==> src/design/fvtp_pkg.sv <==
package fvtp_pkg;

    // parse phases
    typedef enum logic [4:0] {
        PH_IDLE    = 5'd0,
        PH_SEEK    = 5'd1,
        PH_PKTTYPE = 5'd2,
        PH_CTIME   = 5'd3,
        PH_VERSION = 5'd4,
        PH_PROFILE = 5'd5,
        PH_COMPAT  = 5'd6,
        PH_LEVEL   = 5'd7,
        PH_LENSIZE = 5'd8,
        PH_NSPS    = 5'd9,
        PH_SPSLEN  = 5'd10,
        PH_SPSBODY = 5'd11,
        PH_NPPS    = 5'd12,
        PH_PPSLEN  = 5'd13,
        PH_PPSBODY = 5'd14,
        PH_NALPFX  = 5'd15,
        PH_NALHDR  = 5'd16,
        PH_REST    = 5'd17
    } t_phase;

    // token kinds
    typedef enum logic [4:0] {
        K_FRAME    = 5'd0,
        K_CODEC    = 5'd1,
        K_SEEK     = 5'd2,
        K_PKTTYPE  = 5'd3,
        K_CTIME    = 5'd4,
        K_VERSION  = 5'd5,
        K_PROFILE  = 5'd6,
        K_COMPAT   = 5'd7,
        K_LEVEL    = 5'd8,
        K_LENSIZE  = 5'd9,
        K_NSPS     = 5'd10,
        K_SPSLEN   = 5'd11,
        K_NPPS     = 5'd12,
        K_PPSLEN   = 5'd13,
        K_FORBID   = 5'd14,
        K_NRI      = 5'd15,
        K_NALUTYPE = 5'd16,
        K_TAGEND   = 5'd17
    } t_kind;

    // error codes
    typedef enum logic [2:0] {
        ERR_NONE    = 3'd0,
        ERR_PKTTYPE = 3'd1,
        ERR_CTIME   = 3'd2,
        ERR_VERSION = 3'd3,
        ERR_RES6    = 3'd4,
        ERR_RES3    = 3'd5,
        ERR_TRUNC   = 3'd6
    } t_err;

    localparam int MAX_TOKENS = 4;
    localparam int CNT_W      = $clog2(MAX_TOKENS + 1);

    localparam logic [3:0] FRAME_INFO     = 4'd5;
    localparam logic [3:0] CODEC_AVC      = 4'd7;
    localparam logic [1:0] PKT_SEQ_HDR    = 2'd0;
    localparam logic [1:0] PKT_NALU       = 2'd1;
    localparam logic [7:0] PKT_MAX        = 8'd2;
    localparam logic [7:0] CFG_VERSION    = 8'd1;
    localparam logic [7:0] MASK_RES6      = 8'hfc;
    localparam logic [7:0] MASK_RES3      = 8'he0;

    typedef struct packed {
        t_phase        phase;
        logic [23:0]   tag_left;
        logic [1:0]    mbi;
        logic [23:0]   acc;
        logic [7:0]    psl;
        logic [15:0]   skip;
        logic [1:0]    lsm1;
        logic [1:0]    pkind;
        t_err          ferr;
    } t_state;

    typedef struct packed {
        t_kind       kind;
        logic [23:0] value;
        t_err        err;
        logic        last;
    } t_token;

    function automatic t_token f_tok(t_kind kind, logic [23:0] value);
        t_token t;
        t.kind  = kind;
        t.value = value;
        t.err   = ERR_NONE;
        t.last  = 1'b0;
        return t;
    endfunction

endpackage

==> src/design/fvtp_in_if.sv <==
interface fvtp_in_if;
    logic        valid;
    logic        ready;
    logic [7:0]  data_byte;
    logic        tag_start;
    logic [23:0] tag_size;

    modport source (output valid, data_byte, tag_start, tag_size, input ready);
    modport sink   (input valid, data_byte, tag_start, tag_size, output ready);
endinterface

==> src/design/fvtp_out_if.sv <==
interface fvtp_out_if;
    logic        valid;
    logic        ready;
    logic [4:0]  field_kind;
    logic [23:0] field_value;
    logic [2:0]  error_code;
    logic        last_of_tag;

    modport source (output valid, field_kind, field_value, error_code, last_of_tag,
                    input ready);
    modport sink   (input valid, field_kind, field_value, error_code, last_of_tag,
                    output ready);
endinterface

==> src/design/fvtp_step.sv <==
module fvtp_step
    import fvtp_pkg::*;
(
    input  t_state              i_state,
    input  logic [7:0]          i_byte,
    input  logic                i_tag_start,
    input  logic [23:0]         i_tag_size,
    output t_state              o_state,
    output t_token [MAX_TOKENS-1:0] o_tokens,
    output logic [CNT_W-1:0]    o_count
);

    // tag_end token, truncation if the tag stopped short of the rest phase
    function automatic t_token f_close(t_state st);
        t_token t;
        t = f_tok(K_TAGEND, 24'd0);
        t.err  = (st.ferr == ERR_NONE && st.phase != PH_REST) ? ERR_TRUNC : st.ferr;
        t.last = 1'b1;
        return t;
    endfunction

    function automatic t_state f_fail(t_state st, t_err code);
        t_state r;
        r = st;
        if (r.ferr == ERR_NONE) begin
            r.ferr = code;
        end
        r.phase = PH_REST;
        return r;
    endfunction

    // one parameter set done
    function automatic t_state f_finish(t_state st, logic sps);
        t_state r;
        r = st;
        r.psl = st.psl - 8'd1;
        r.mbi = '0;
        r.acc = '0;
        if (r.psl != '0) begin
            r.phase = sps ? PH_SPSLEN : PH_PPSLEN;
        end else begin
            r.phase = sps ? PH_NPPS : PH_REST;
        end
        return r;
    endfunction

    always_comb begin
        t_state                  s;
        t_token [MAX_TOKENS-1:0] t;
        logic [CNT_W-1:0]        k;
        logic                    live;
        logic                    sps;
        logic [7:0]              b;

        s    = i_state;
        t    = '0;
        k    = '0;
        live = 1'b1;
        b    = i_byte;
        sps  = 1'b0;

        if (i_tag_start) begin
            if (s.phase != PH_IDLE) begin
                t[k[1:0]] = f_close(s);
                k = k + 1'b1;
            end
            s.tag_left = (i_tag_size != '0) ? i_tag_size - 24'd1 : '0;
            s.mbi   = '0;
            s.acc   = '0;
            s.psl   = '0;
            s.skip  = '0;
            s.pkind = '0;
            s.ferr  = ERR_NONE;
            t[k[1:0]] = f_tok(K_FRAME, {20'd0, b[7:4]});
            k = k + 1'b1;
            t[k[1:0]] = f_tok(K_CODEC, {20'd0, b[3:0]});
            k = k + 1'b1;
            if (b[7:4] == FRAME_INFO) begin
                s.phase = PH_SEEK;
            end else if (b[3:0] == CODEC_AVC) begin
                s.phase = PH_PKTTYPE;
            end else begin
                s.phase = PH_REST;
            end
        end else if (s.phase == PH_IDLE) begin
            live = 1'b0;
        end else begin
            if (s.tag_left != '0) begin
                s.tag_left = s.tag_left - 24'd1;
            end
            case (i_state.phase)
                PH_SEEK: begin
                    t[k[1:0]] = f_tok(K_SEEK, {16'd0, b});
                    k = k + 1'b1;
                    s.phase = PH_REST;
                end
                PH_PKTTYPE: begin
                    if (b > PKT_MAX) begin
                        s = f_fail(s, ERR_PKTTYPE);
                    end else begin
                        s.pkind = b[1:0];
                        t[k[1:0]] = f_tok(K_PKTTYPE, {16'd0, b});
                        k = k + 1'b1;
                        s.mbi   = '0;
                        s.acc   = '0;
                        s.phase = PH_CTIME;
                    end
                end
                PH_CTIME: begin
                    s.acc = {s.acc[15:0], b};
                    s.mbi = s.mbi + 2'd1;
                    if (s.mbi == 2'd3) begin
                        if (s.pkind != PKT_NALU && s.acc != '0) begin
                            s = f_fail(s, ERR_CTIME);
                        end else begin
                            t[k[1:0]] = f_tok(K_CTIME, s.acc);
                            k = k + 1'b1;
                            s.mbi = '0;
                            if (s.pkind == PKT_SEQ_HDR) begin
                                s.phase = PH_VERSION;
                            end else if (s.pkind == PKT_NALU) begin
                                s.phase = PH_NALPFX;
                            end else begin
                                s.phase = PH_REST;
                            end
                        end
                    end
                end
                PH_VERSION: begin
                    if (b != CFG_VERSION) begin
                        s = f_fail(s, ERR_VERSION);
                    end else begin
                        t[k[1:0]] = f_tok(K_VERSION, {16'd0, b});
                        k = k + 1'b1;
                        s.phase = PH_PROFILE;
                    end
                end
                PH_PROFILE: begin
                    t[k[1:0]] = f_tok(K_PROFILE, {16'd0, b});
                    k = k + 1'b1;
                    s.phase = PH_COMPAT;
                end
                PH_COMPAT: begin
                    t[k[1:0]] = f_tok(K_COMPAT, {16'd0, b});
                    k = k + 1'b1;
                    s.phase = PH_LEVEL;
                end
                PH_LEVEL: begin
                    t[k[1:0]] = f_tok(K_LEVEL, {16'd0, b});
                    k = k + 1'b1;
                    s.phase = PH_LENSIZE;
                end
                PH_LENSIZE: begin
                    if ((b & MASK_RES6) != MASK_RES6) begin
                        s = f_fail(s, ERR_RES6);
                    end else begin
                        s.lsm1 = b[1:0];
                        t[k[1:0]] = f_tok(K_LENSIZE, {22'd0, b[1:0]});
                        k = k + 1'b1;
                        s.phase = PH_NSPS;
                    end
                end
                PH_NSPS: begin
                    if ((b & MASK_RES3) != MASK_RES3) begin
                        s = f_fail(s, ERR_RES3);
                    end else begin
                        s.psl = {3'd0, b[4:0]};
                        t[k[1:0]] = f_tok(K_NSPS, {19'd0, b[4:0]});
                        k = k + 1'b1;
                        s.mbi   = '0;
                        s.acc   = '0;
                        s.phase = (s.psl != '0) ? PH_SPSLEN : PH_NPPS;
                    end
                end
                PH_NPPS: begin
                    s.psl = b;
                    t[k[1:0]] = f_tok(K_NPPS, {16'd0, b});
                    k = k + 1'b1;
                    s.mbi   = '0;
                    s.acc   = '0;
                    s.phase = (s.psl != '0) ? PH_PPSLEN : PH_REST;
                end
                PH_SPSLEN, PH_PPSLEN: begin
                    sps   = (i_state.phase == PH_SPSLEN);
                    s.acc = {8'd0, s.acc[7:0], b};
                    s.mbi = s.mbi + 2'd1;
                    if (s.mbi == 2'd2) begin
                        t[k[1:0]] = f_tok(sps ? K_SPSLEN : K_PPSLEN, s.acc);
                        k = k + 1'b1;
                        s.skip = s.acc[15:0];
                        s.mbi  = '0;
                        if (s.skip != '0) begin
                            s.phase = sps ? PH_SPSBODY : PH_PPSBODY;
                        end else begin
                            s = f_finish(s, sps);
                        end
                    end
                end
                PH_SPSBODY, PH_PPSBODY: begin
                    sps    = (i_state.phase == PH_SPSBODY);
                    s.skip = s.skip - 16'd1;
                    if (s.skip == '0) begin
                        s = f_finish(s, sps);
                    end
                end
                PH_NALPFX: begin
                    if (s.mbi >= s.lsm1) begin
                        s.phase = PH_NALHDR;
                    end else begin
                        s.mbi = s.mbi + 2'd1;
                    end
                end
                PH_NALHDR: begin
                    t[k[1:0]] = f_tok(K_FORBID, {23'd0, b[7]});
                    k = k + 1'b1;
                    t[k[1:0]] = f_tok(K_NRI, {22'd0, b[6:5]});
                    k = k + 1'b1;
                    t[k[1:0]] = f_tok(K_NALUTYPE, {19'd0, b[4:0]});
                    k = k + 1'b1;
                    s.phase = PH_REST;
                end
                default: begin
                end
            endcase
        end

        if (live && s.tag_left == '0) begin
            t[k[1:0]] = f_close(s);
            k = k + 1'b1;
            s.phase = PH_IDLE;
        end

        o_state  = s;
        o_tokens = t;
        o_count  = k;
    end

endmodule

==> src/design/fvtp_tok_buf.sv <==
module fvtp_tok_buf
    import fvtp_pkg::*;
(
    input  logic                    i_clk,
    input  logic                    i_rst_n,
    input  logic                    i_load,
    input  logic [CNT_W-1:0]        i_count,
    input  t_token [MAX_TOKENS-1:0] i_tokens,
    output logic                    o_free,
    fvtp_out_if.source              o_out
);

    t_token [MAX_TOKENS-1:0] r_slot;
    logic [CNT_W-1:0]        r_cnt;
    logic [CNT_W-1:0]        r_rd;
    t_token                  w_head;

    assign w_head      = r_slot[r_rd[$clog2(MAX_TOKENS)-1:0]];
    assign o_out.valid = (r_rd != r_cnt);
    assign o_out.field_kind  = w_head.kind;
    assign o_out.field_value = w_head.value;
    assign o_out.error_code  = w_head.err;
    assign o_out.last_of_tag = w_head.last;

    // empty now, or the last token leaves this cycle
    assign o_free = (r_rd == r_cnt) || ((r_rd + 1'b1 == r_cnt) && o_out.ready);

    always_ff @(posedge i_clk) begin
        if (!i_rst_n) begin
            r_cnt <= '0;
            r_rd  <= '0;
        end else if (i_load) begin
            r_cnt <= i_count;
            r_rd  <= '0;
        end else if (o_out.valid && o_out.ready) begin
            r_rd <= r_rd + 1'b1;
        end
    end

    always_ff @(posedge i_clk) begin
        if (i_load) begin
            r_slot <= i_tokens;
        end
    end

`ifndef ASSERT_OFF
    a_rd_in_range: assert property (@(posedge i_clk) disable iff (!i_rst_n)
        r_rd <= r_cnt && r_cnt <= CNT_W'(MAX_TOKENS))
        else $error("token read pointer past fill count");
    a_load_free: assert property (@(posedge i_clk) disable iff (!i_rst_n)
        i_load |-> o_free)
        else $error("token buffer overwritten before drained");
    a_load_count: assert property (@(posedge i_clk) disable iff (!i_rst_n)
        i_load |-> (i_count != '0 && i_count <= CNT_W'(MAX_TOKENS)))
        else $error("bad token count on load");
    a_load_head: assert property (@(posedge i_clk) disable iff (!i_rst_n)
        i_load |=> (r_rd == '0 && r_cnt == $past(i_count) && o_out.valid))
        else $error("loaded tokens not presented");
`endif

endmodule

==> src/design/flv_video_tag_parser.sv <==
// FLV AVC video tag parser: takes one payload byte per input transfer (tag_start
// and tag_size on the first byte of each tag) and delivers typed field tokens,
// one per output transfer, closing every tag with a tag_end token that carries
// the first error or a truncation. An input byte sits in an input register; the
// parse step for it is one pass of combinational logic that updates the parser
// state and fills a four-slot token buffer, which drains one token per cycle
// while the output is ready. A byte with no token or one token is taken as soon
// as the buffer is free, so such bytes flow back to back; a byte that gives k
// tokens (at most four: tag restart plus frame, codec and a closing tag_end, or
// the three NALU header fields plus tag_end) holds the input until they drain.
// The next byte is taken while the last token of the previous one is still
// waiting. No reset sweep; the block is ready right after reset, with a
// four-byte NALU length prefix assumed until a decoder config record is seen.
module flv_video_tag_parser
    import fvtp_pkg::*;
(
    input  logic       i_clk,
    input  logic       i_rst_n,
    fvtp_in_if.sink    i_in,
    fvtp_out_if.source o_out
);

    // input register
    logic        r_in_vld;
    logic [7:0]  r_in_byte;
    logic        r_in_start;
    logic [23:0] r_in_size;

    // parser state
    t_state r_state;
    t_state n_state;

    t_token [MAX_TOKENS-1:0] w_tokens;
    logic [CNT_W-1:0]        w_count;
    logic                    w_free;
    logic                    w_take;

    // the held byte is parsed once its tokens have room
    assign w_take     = r_in_vld && ((w_count == '0) || w_free);
    assign i_in.ready = !r_in_vld || w_take;

    always_ff @(posedge i_clk) begin
        if (!i_rst_n) begin
            r_in_vld <= 1'b0;
        end else if (i_in.valid && i_in.ready) begin
            r_in_vld <= 1'b1;
        end else if (w_take) begin
            r_in_vld <= 1'b0;
        end
    end

    always_ff @(posedge i_clk) begin
        if (i_in.valid && i_in.ready) begin
            r_in_byte  <= i_in.data_byte;
            r_in_start <= i_in.tag_start;
            r_in_size  <= i_in.tag_size;
        end
    end

    // state commits only when the byte is consumed
    always_ff @(posedge i_clk) begin
        if (!i_rst_n) begin
            r_state.phase    <= PH_IDLE;
            r_state.tag_left <= '0;
            r_state.mbi      <= '0;
            r_state.acc      <= '0;
            r_state.psl      <= '0;
            r_state.skip     <= '0;
            r_state.lsm1     <= 2'd3;
            r_state.pkind    <= '0;
            r_state.ferr     <= ERR_NONE;
        end else if (w_take) begin
            r_state <= n_state;
        end
    end

    fvtp_step u_step (
        .i_state     (r_state),
        .i_byte      (r_in_byte),
        .i_tag_start (r_in_start),
        .i_tag_size  (r_in_size),
        .o_state     (n_state),
        .o_tokens    (w_tokens),
        .o_count     (w_count)
    );

    // token buffer and output port
    fvtp_tok_buf u_tok_buf (
        .i_clk    (i_clk),
        .i_rst_n  (i_rst_n),
        .i_load   (w_take && (w_count != '0)),
        .i_count  (w_count),
        .i_tokens (w_tokens),
        .o_free   (w_free),
        .o_out    (o_out)
    );

endmodule
==> src/flat_wrapper.sv <==
// flat-port wrapper written by rule: the top's interface ports become plain ports
module flv_video_tag_parser_flat import fvtp_pkg::*;
  (i_clk, i_rst_n, i_in_valid, i_in_data_byte, i_in_tag_start, i_in_tag_size, i_in_ready, o_out_valid, o_out_field_kind, o_out_field_value, o_out_error_code, o_out_last_of_tag, o_out_ready);
  fvtp_in_if i_in_i ();
  fvtp_out_if o_out_i ();
  input  logic i_clk;
  input  logic i_rst_n;
  input wire logic [$bits(i_in_i.valid)-1:0] i_in_valid;
  input wire logic [$bits(i_in_i.data_byte)-1:0] i_in_data_byte;
  input wire logic [$bits(i_in_i.tag_start)-1:0] i_in_tag_start;
  input wire logic [$bits(i_in_i.tag_size)-1:0] i_in_tag_size;
  output wire logic [$bits(i_in_i.ready)-1:0] i_in_ready;
  output wire logic [$bits(o_out_i.valid)-1:0] o_out_valid;
  output wire logic [$bits(o_out_i.field_kind)-1:0] o_out_field_kind;
  output wire logic [$bits(o_out_i.field_value)-1:0] o_out_field_value;
  output wire logic [$bits(o_out_i.error_code)-1:0] o_out_error_code;
  output wire logic [$bits(o_out_i.last_of_tag)-1:0] o_out_last_of_tag;
  input wire logic [$bits(o_out_i.ready)-1:0] o_out_ready;
  assign i_in_i.valid = i_in_valid;
  assign i_in_i.data_byte = i_in_data_byte;
  assign i_in_i.tag_start = i_in_tag_start;
  assign i_in_i.tag_size = i_in_tag_size;
  assign i_in_ready = i_in_i.ready;
  assign o_out_valid = o_out_i.valid;
  assign o_out_field_kind = o_out_i.field_kind;
  assign o_out_field_value = o_out_i.field_value;
  assign o_out_error_code = o_out_i.error_code;
  assign o_out_last_of_tag = o_out_i.last_of_tag;
  assign o_out_i.ready = o_out_ready;
  flv_video_tag_parser u_core (.i_clk(i_clk), .i_rst_n(i_rst_n), .i_in(i_in_i), .o_out(o_out_i));
endmodule
==> config.mk <==
export PLATFORM = sky130hd
export DESIGN_NAME = flv_video_tag_parser_flat
export DESIGN_NICKNAME = d
export VERILOG_FILES = /design/src/design/fvtp_pkg.sv /design/src/design/fvtp_in_if.sv /design/src/design/fvtp_out_if.sv /design/src/design/fvtp_step.sv /design/src/design/fvtp_tok_buf.sv /design/src/design/flv_video_tag_parser.sv /design/src/flat_wrapper.sv
export SDC_FILE = /design/constraint.sdc
export NUM_CORES = 1
export LEC_CHECK = 0
export BUFFER_PORTS_ARGS = -buffer_cell sky130_fd_sc_hd__clkbuf_2
export CORE_MARGIN = 5
export CORE_UTILIZATION = 62
export CTS_CLUSTER_SIZE = 24
export DETAILED_ROUTE_END_ITERATION = 8
export MAX_ROUTING_LAYER = met4
export PLACE_DENSITY = 0.8
export SKIP_LAST_GASP = 1
export SLEW_MARGIN = 20
export SYNTH_ARGS = -nofsm -noshare
export SYNTH_HDL_FRONTEND = slang
export SYNTH_HIERARCHICAL = 1
export SYNTH_SLANG_ARGS = --single-unit
==> constraint.sdc <==
create_clock -name i_clk -period 16.8 [get_ports i_clk]
set_clock_uncertainty 0.15 [all_clocks]
set_input_delay 0.84 -clock i_clk [delete_from_list [all_inputs] [get_ports i_clk]]
set_output_delay 0.84 -clock i_clk [all_outputs]
set_load 0.02 [all_outputs]
## Word level (Yosys, flattened, before mapping)

Cells that the tools add are included.

- Shift operators: 0
- $add $sub $neg: 9
- Order comparisons: 9
- Multiply operators: 0
- Eq/ne operators: 45
- Multiplexer cells: 97
- Bitwise gates (word level): 10
- Divide/modulo/power cells: 0
- Reduce and logical (&&, ||, !) cells: 49

Operator list:

| kind | number |
|---|---|
| bitwise mux 132 bit | 3 |
| case mux 32 bit (12 select lines) | 1 |
| two-way mux 86 bit | 4 |
| two-way mux 33 bit | 7 |
| case mux 32 bit (7 select lines) | 1 |
| demux 33 bit (select 2 bit) | 3 |
| two-way mux 99 bit | 2 |
| case mux 23 bit (7 select lines) | 1 |
| two-way mux 132 bit | 1 |
| two-way mux 32 bit | 3 |
| case mux 24 bit (4 select lines) | 1 |
| two-way mux 31 bit | 3 |
| two-way mux 5 bit | 18 |
| two-way mux 79 bit | 1 |
| nonzero test 24 bit | 3 |
| binary-select mux 33 bit (select 2 bit) | 1 |
| two-way mux 66 bit | 1 |
| case mux 5 bit (13 select lines) | 1 |
| two-way mux 3 bit | 20 |
| two-way mux 24 bit | 2 |
| subtractor 24 x 1 -> 24 bit (second input constant) | 2 |
| two-way mux 47 bit | 1 |
| == test 5 x 4 -> 1 bit (second input constant) | 8 |
| two-way mux 34 bit | 1 |
| other kinds (50) | 130 |

- Output and inout bits: 35
- Memory bits (read-only): 0
- Word-level logic and storage cells: 250
- Register bits: 250
- Input port bits: 37
- Memory bits (writable): 0
- Latch bits: 0
- Memories: 0

## Depth between registers and ports, before layout

- Depth after elaboration: 17
- Mapped depth: 22

## Modules after synthesis

Netlist, hierarchy kept.

Modules (own cells, without submodules):

| module | area each (um^2) | seq. area each (um^2) | cells an instance | instances |
|---|---|---|---|---|
| fvtp_step | 5941.9 | 0.0 | 968 | 1 |
| fvtp_tok_buf | 5190.0 | 4083.9 | 219 | 1 |
| flv_video_tag_parser | 4480.5 | 2732.6 | 414 | 1 |

## Least setup slack after synthesis

OpenSTA, ideal clock, no wires.

- Kind: reg-to-reg
- From: reg u_core.r_in_size[17]
- To: reg u_core.u_tok_buf.r_rd[2]
- Setup slack: 8746 ps
- Buffers on the path: 5
- Stages on the path, launching flop included: 20
- Arrival time: 7776 ps
- Library setup time: 128 ps
- Clock period less this slack: 8054 ps
- Required time: 16522 ps
- Path through: edfxtp_1 -> or4_1 -> or4_1 -> clkbuf_1 -> o31ai_4 -> buf_2 -> o211ai_1 -> nor3_1 -> nor4b_2 -> and3_1 -> mux2_2 -> nor3_2 -> o21a_1 -> buf_4 -> buf_8 -> and2b_1 -> clkbuf_1 -> nand2b_1 -> a211o_1 -> nand4_1

RTL lines:

| element | line | RTL |
|---|---|---|
| start, declared | flv_video_tag_parser.sv:27 | `logic [23:0] r_in_size;` |
| start signal, assigned | flv_video_tag_parser.sv:56 | `r_in_size <= i_in.tag_size;` |
| end signal, assigned | fvtp_tok_buf.sv:36 | `r_rd <= r_rd + 1'b1;` |
| end, declared | fvtp_tok_buf.sv:15 | `logic [CNT_W-1:0] r_rd;` |

==> metrics.cfg <==
[placement]
gp_congestion = 1.00
port_buffers = 71
place_area_um2 = 15300
dp_cells = 1850
pre_cts_ws_ps = 9080
dp_hpwl_mm = 24.3

[power_and_ir_drop]
p_clk_share_pct = 36.8
p_switching_uw = 483
powerDensity_nw_per_um2 = 104
combPwrFrac_pct = 20.0
cellLeakagePower_nw = 5.72
intPower_mw = 1.21
swShare_pct = 28.5
p_seq_share_pct = 43.2
irDropWorstVdd_mv = 0.0850

[cells_and_area]
final_area_um2 = 16200
fin_cells = 1898
fillerInstances = 1921
area_growth_syn_to_layout_pct = 6.25
final_nets = 1609
layout-drive-gt1-share_pct = 12.4
n_antenna_cell = 0

[floorplan]
dieArea_um2 = 27800
num_rows = 57
initial_utilization_pct = 62.8
die_width_um = 167
core_um2 = 24200
die_y_um = 167
io_pins = 72

[setup_path]
slowest_stage = buf_4
startpoint_type = register
crit_family = simple AND/OR/NAND/NOR gates
r2r_slack_ps = 8820
reg2reg_depth = 12
slowest_delay_ps = 870
path_max_fanout = 84
cp-end-kind = register
worstPathCellList = nor4_1 > nand4_1 > o31ai_4 > o211ai_1 > a2111oi_0 > and4bb_2 > and3_1 > mux2_2 > nor3_2 > o21a_4 > and2b_4 > buf_4
reg2reg_from = u_core/r_in_size[5]
reg2reg_to = u_core/u_tok_buf/r_slot[46]
worstSetupPathType = reg -> reg
cp_num_buf_inv = 1
crit_required_ps = 16800
arrival_ps = 7980

[cts]
ctsResizeCount = 0
htree_levels = 1
numCtsBuffers = 26
cts_setup_buffers = 0
hold_buffers = 0
cts_sinks = 250
cts_tree = yes
path_clk_slew_ps = 60
cts_root_buffer = clkbuf_16
ctsLongestPathBuffers = 3
clock_latency_ps = 540

[grt]
grt_start_max_net_pins = 97
busiest_layer = met2
grt_util_met1_pct = 35.9
grt_use_total_pct = 26.0
grt_overflow = 0
grt_first_pass_wirelength_mm = 58.6
antenna_found_initial = 0
met2_usage_pct = 40.7
grt_pass1_vias = 11200
grt_use_met3_pct = 3.84

[flow_run]
cap_violations = 0

[min_path]
min_to = u_core/r_in_byte[0]
whs_path_depth = 1
hp-start = i_in_data_byte[0]
hold_class = in -> reg

[route]
vias = 12102
postRouteAntennaNets = 0
drc = 0
wl_per_cell_um = 19.1
drtIter0Drc = 1468
viasPerCell = 6.38
first_pass_iters = 6
wl_mm = 36.2

[synth]
ys_warn_count = 6
avgSynthCellArea_um2 = 9.77
syn_area_um2 = 15200
syn-instance-count = 1560

[sta]
post-route-period-util_pct = 47.5
tns_ps = 0
maxClockFrequency_mhz = 125
rsz0062_at_grt = no
slew_headroom_pct = 26.5
setup_viol = 0
worst_pin_slew_ps = 1100
hold_viol = 0
slew_viol_final = 0
setup_slack_ps = 8820
period_needed_ps = 7980

[status]
status = finished clean

[worst reg2reg max path, stage by stage, from the launching register on]
cell and delay [ps]:
edfxtp_1 410, nor4_1 770, nand4_1 540, o31ai_4 850, o211ai_1 220, a2111oi_0 600, and4bb_2 420, and3_1 560
mux2_2 440, nor3_2 320, o21a_4 560, and2b_4 810, buf_4 890
[cells in the final DEF (no fill, tap or decap), drive strengths merged, types with 7 or more instances in the layout]
cell and count:
nor4 32, dfxtp 85, clkinv 11, inv 41, or2 9, mux2i 88, buf 16, nand2 235
o211ai 19, xor2 20, nor3 48, o21ai 42, nor4b 17, conb 69, or4 18, nor2 120
a211oi 9, nand4 18, a21oi 58, a21o 7, clkbuf 99, or3 18, nand3b 7, nand3 22
o21a 8, o22ai 10, nor3b 13, and3 13, nor2b 11, a31oi 14, a222oi 8, ha 18
edfxtp 165, xnor2 27, mux4 33, nand2b 13, a22oi 26
[routing by layer]
layer	wire, um	up-vias
li1	-	5626
met1	15300	5752
met2	16800	625
met3	3050	99
met4	1060	0
met5	0	-
[layout make-up]
type	count	area, um2	share of cell area (%)
clock buffer	29	662	4.09
clock inverter	19	273	1.68
inverter	41	154	0.951
multi-input combinational	1149	7570	46.7
sequential	250	6660	41.1
tap	324	405	2.50
timing repair buffer	86	470	2.91
[power by group through the flow]
stage	registers, mW	clock network, mW	logic, mW
floorplan	0.733	0	0.280
global placement	0.740	0	0.330
detailed placement	0.743	0	0.333
CTS	0.731	0.632	0.335
global route	0.735	0.663	0.365
finish	0.731	0.622	0.338
[per-stage QoR]
| stage | total power [mW] | hold slack [ps] | utilization, % |
|---|---|---|---|
| final | 1.69 | 316 | 66.8 |
| after global routing | 1.76 | 296 | 66.8 |
| after CTS | 1.70 | 300 | 66.8 |
| after detailed placement | 1.08 | 323 | 62.9 |
| after global placement | 1.07 | 313 | 62.9 |
| after floorplan | 1.01 | 284 | - |
[worst max path at each step]
stage | cells past startpoint | from | slack [ps] | endpoint
detailed placement | 12 | u_core/r_in_size[5] | 9080 | u_core/u_tok_buf/r_slot[15]
global placement | 12 | u_core/r_in_size[3] | 9150 | u_core/u_tok_buf/r_slot[114]
CTS | 12 | u_core/r_in_size[5] | 8990 | u_core/u_tok_buf/r_slot[18]
finish | 12 | u_core/r_in_size[5] | 8820 | u_core/u_tok_buf/r_slot[46]
floorplan | 19 | u_core/r_in_size[17] | 8750 | u_core/u_tok_buf/r_rd[2]
global route | 12 | u_core/r_in_size[5] | 8300 | u_core/u_tok_buf/r_slot[112]
[registers in the layout, summed over array words and instances (netlist names)]
signal,flops
u_core/r_in_size,24
u_core/r_in_vld,1
u_core/u_tok_buf/r_cnt,3
u_core/r_in_start,1
u_core/r_state,78
u_core/r_in_byte,8
u_core/u_tok_buf/r_slot,132
u_core/u_tok_buf/r_rd,3
No activity file was read; power rests on OpenSTA's default activity.
